**config.mk**
```make
export PLATFORM = sky130hd
export DESIGN_NAME = deq_ctrl
export DESIGN_NICKNAME = d
export VERILOG_FILES = /design/src/hdl/deq_pkg.sv /design/src/hdl/deq_ctrl.sv
export SDC_FILE = /design/constraint.sdc
export NUM_CORES = 1
export LEC_CHECK = 0
export BUFFER_PORTS_ARGS = -buffer_cell sky130_fd_sc_hd__buf_2
export CORE_AREA = 4 4 41 43
export CTS_CLUSTER_SIZE = 16
export DETAILED_ROUTE_END_ITERATION = 6
export DIE_AREA = 0 0 45 47
export GPL_ROUTABILITY_DRIVEN = 0
export SYNTH_ARGS = -nofsm -noshare
export SYNTH_HDL_FRONTEND = slang
export SYNTH_SLANG_ARGS = --single-unit
```
**constraint.sdc**
```tcl
create_clock -name clk -period 0.8 [get_ports clk]
set_clock_uncertainty 0.1 [all_clocks]
set_input_delay 0.16 -clock clk [delete_from_list [all_inputs] [get_ports clk]]
set_output_delay 0.16 -clock clk [all_outputs]
set_load 0.03 [all_outputs]
```
**src/hdl/deq_pkg.sv**
```systemverilog
// Shared types and codes for the double-ended queue.
`default_nettype none
package deq_pkg;

  localparam int ReqWidth    = 3;
  localparam int DataWidth   = 64;
  localparam int StatusWidth = 2;
  localparam int CountWidth  = 7;

  localparam logic [ReqWidth-1:0] REQ_PUSH_BACK  = 3'd0;
  localparam logic [ReqWidth-1:0] REQ_PUSH_FRONT = 3'd1;
  localparam logic [ReqWidth-1:0] REQ_POP_FRONT  = 3'd2;
  localparam logic [ReqWidth-1:0] REQ_POP_BACK   = 3'd3;
  localparam logic [ReqWidth-1:0] REQ_PEEK_FRONT = 3'd4;
  localparam logic [ReqWidth-1:0] REQ_PEEK_BACK  = 3'd5;
  localparam logic [ReqWidth-1:0] REQ_REVERSE    = 3'd6;
  localparam logic [ReqWidth-1:0] REQ_STATUS     = 3'd7;

  localparam logic [StatusWidth-1:0] ST_OK    = 2'd0;
  localparam logic [StatusWidth-1:0] ST_EMPTY = 2'd1;
  localparam logic [StatusWidth-1:0] ST_FULL  = 2'd2;

  typedef enum logic [1:0] {
    S_IDLE,
    S_READ,
    S_RESP
  } state_t;

  typedef struct packed {
    logic exec;
    logic load_read;
  } ctrl_cmd_t;

  typedef struct packed {
    logic read_needed;
  } dp_stat_t;

endpackage
`default_nettype wire

```
**src/hdl/deq_ctrl.sv**
```systemverilog
// Request sequencer of the double-ended queue: handshakes and datapath commands.
`default_nettype none
module deq_ctrl (
  input  wire logic                clk,
  input  wire logic                rst,
  input  wire logic                s_tvalid,
  output logic                     s_tready,
  output logic                     m_tvalid,
  input  wire logic                m_tready,
  input  wire deq_pkg::dp_stat_t   stat,
  output deq_pkg::ctrl_cmd_t       cmd
);
  import deq_pkg::*;

  state_t state, state_next;

  always_ff @(posedge clk) begin
    if (rst) begin
      state <= S_IDLE;
    end else begin
      state <= state_next;
    end
  end

  always_comb begin
    state_next    = state;
    s_tready      = 1'b0;
    m_tvalid      = 1'b0;
    cmd.exec      = 1'b0;
    cmd.load_read = 1'b0;
    unique case (state)
      S_IDLE: begin
        s_tready = 1'b1;
        if (s_tvalid) begin
          cmd.exec   = 1'b1;
          state_next = stat.read_needed ? S_READ : S_RESP;
        end
      end
      S_READ: begin
        cmd.load_read = 1'b1;
        state_next    = S_RESP;
      end
      S_RESP: begin
        m_tvalid = 1'b1;
        if (m_tready) begin
          state_next = S_IDLE;
        end
      end
      default: begin
        state_next = S_IDLE;
      end
    endcase
  end

endmodule
`default_nettype wire

```
==> results_dict.tcl <==
set metrics [dict create \
    status "finished, violations left" \
    violations "negative setup slack" \
    fin_crit_sh 1.52 \
    tightestPinTransition_ns 0.145 \
    hold_path.class "in -> reg" \
    worstPathRequired_ns 0.54 \
    detail-route-antenna-nets 0 \
    critPathCaptureType "output port" \
    place_hpwl_um 271 \
    intPower_mw 0.384 \
    worst_ep_arrival_time_ns 0.95 \
    rows 13 \
    firstDrtPassIters 1 \
    netSwitchingFraction 0.262 \
    p_sw_mw 0.136 \
    grt_setup_unrepaired "yes" \
    p_per_area_nw_per_um2 1800 \
    antennaDiodeCount 0 \
    fillCellCount 145 \
    grt_pass1_wl_um 524 \
    drv_cap 0 \
    mostFrequentLayoutCells "buf_6, buf_2, clkbuf_4, buf_4, dfxtp_4" \
    p_clk_frac 0.412 \
    clock_latency_ns 0.22 \
    root_buffer "clkbuf_4" \
    clk_path_buf_depth 2 \
    layout_commonest_cell "buf_6" \
    reg.largest.list "state (2)" \
    ys_ff_latch 2 \
    ir_drop_uv 481 \
    place_area_um2 190 \
    hold_depth 2 \
    post-route-util 0.222 \
    wirelength_um 361 \
    setup_viol 6 \
    drc_errors 0 \
    final_area_um2 289 \
    syn_area_um2 104 \
    worst_slack_ns -0.415 \
    clkTransAtPathRegs_ns 0.03 \
    startpoint_type "register" \
    comb_power_share 0.364 \
    cts_buffers 3 \
    fmax_ghz 0.823 \
    power_leakage_nw 0.136 \
    min_to "state[1]$_SDFFE_PP0P_" \
    rr_endpoint "state[0]$_SDFFE_PP0P_" \
    syn-num-nets 15 \
    area.growth.synth_to_final_pct 178 \
    portBuffers 8 \
    die_w_um 45 \
    hp-start "rst" \
    ys_types 9 \
    first_global_vias 130 \
    critPathKind "reg -> out" \
    drv_slew 0 \
    antenna_found_initial 0 \
    top_register "state" \
    synth.avg_cell_area_um2 10.4 \
    r2r_cells 6 \
    drive_gt1_frac 0.889 \
    maxSlewHeadroom 0.903 \
    grt_max_degree 5 \
    path_max_fanout 4 \
    cts_tree "yes" \
    ios 9 \
    clock-sinks 2 \
    routed_via_density 3.26 \
    routedWlPerCell_um 8.60 \
    r2r_slack_ns -0.40 \
    final_nets 34 \
    dr_total_vias 137 \
    finalCriticalPeriod_ns 1.21 \
    placeableCoreArea_um2 1300 \
    largest_register_ffs 2 \
    drt_iter0_drc 0 \
    start_util 0.0798 \
    ys_warn_count 0 \
    ys_seq_area_frac 0.386 \
    postCtsHoldBufs 0 \
    finalHoldViolCount 0 \
    cts.htree.levels 1 \
    r2r-start "state[0]$_SDFFE_PP0P_" \
    dieArea_um2 2120 \
    syn_inst 10 \
    dieHeight_um 47 \
    p_seq_frac 0.223 \
    p_total_mw 0.520 \
    track_usage 0.0418 \
    overflow 0 \
]
what timing repair did:
action / in CTS / in global routing
resized for setup: 9 / 5
pin swaps: 2 / 2
gates cloned: 0 / 0
setup endpoints to repair: 6 / 6
endpoints found under the hold margin: 0 / 1
buffers inserted: 0 / 5
power by group through the flow:
stage,clock [mW],combinational [mW],sequential (mW)
after floorplan,0,0.0732,0.119
after global placement,0,0.121,0.120
after detailed placement,0,0.122,0.120
after CTS,0.230,0.147,0.117
after global routing,0.239,0.201,0.118
final,0.214,0.189,0.116
critical path, stage by stage, from the launching register on:
cell	delay [ns]
dfxtp_4	0.35
nor2_4	0.12
and2_4	0.15
buf_6	0.12
layout make-up:
class | instances | area (µm²) | share of cell area
flip-flops and latches | 2 | 47.5 | 0.165
clock buffers | 3 | 22.5 | 0.0779
well taps | 15 | 18.8 | 0.0649
repair buffers | 14 | 121 | 0.420
multi-input cells | 8 | 78.8 | 0.273
per-layer routing:
metal | GRT usage | part of all wire | vias up
met3 | 0.0230 | 0.13 | 0
met5 | 0 | 0 | -
met1 | 0.0406 | 0.41 | 60
met4 | 0.0702 | 0 | 0
met2 | 0.0480 | 0.46 | 8
li1 | - | - | 69
kinds of logic after synthesis:
kind of cell       Yosys count  share of synthesized area
and+or+nand+nor              6                      0.422
DFF                          2                      0.386
AOI/OAI and AO/OA            2                      0.193
how the worst max path moves through the flow:
stage,cells after the start,end,start
after detailed placement,3,cmd[1],state[1]$_SDFFE_PP0P_
after global routing,3,cmd[1],state[0]$_SDFFE_PP0P_
after global placement,3,cmd[1],state[1]$_SDFFE_PP0P_
after floorplan,2,cmd[1],state[1]$_SDFFE_PP0P_
after CTS,3,cmd[1],state[1]$_SDFFE_PP0P_
final,3,cmd[1],state[0]$_SDFFE_PP0P_
cell usage after synthesis:
cell,count,area (µm²)
a211oi_2,1,12.5
and2_1,1,6.26
and2b_2,1,8.76
and4b_1,1,10.0
dfxtp_1,2,40.0
nand2b_1,1,6.26
nor2_2,1,6.26
nor2b_1,1,6.26
o21a_1,1,7.51
per-stage QoR:
| stage | hold WS [ns] | TNS (ns) | worst slack (ns) | std cells |
|---|---|---|---|---|
| 2_1_floorplan | 0.117 | -0.704 | -0.259 | 10 |
| 3_3_place_gp | 0.226 | -0.946 | -0.223 | 35 |
| 3_5_place_dp | 0.229 | -0.970 | -0.236 | 35 |
| 4_1_cts | 0.00302 | -1.74 | -0.422 | 38 |
| 5_1_grt | 0.00415 | -2.57 | -0.455 | 42 |
| 6_report | 0.0104 | -2.34 | -0.415 | 42 |
Note: power is estimated with default switching activity, not from simulation.
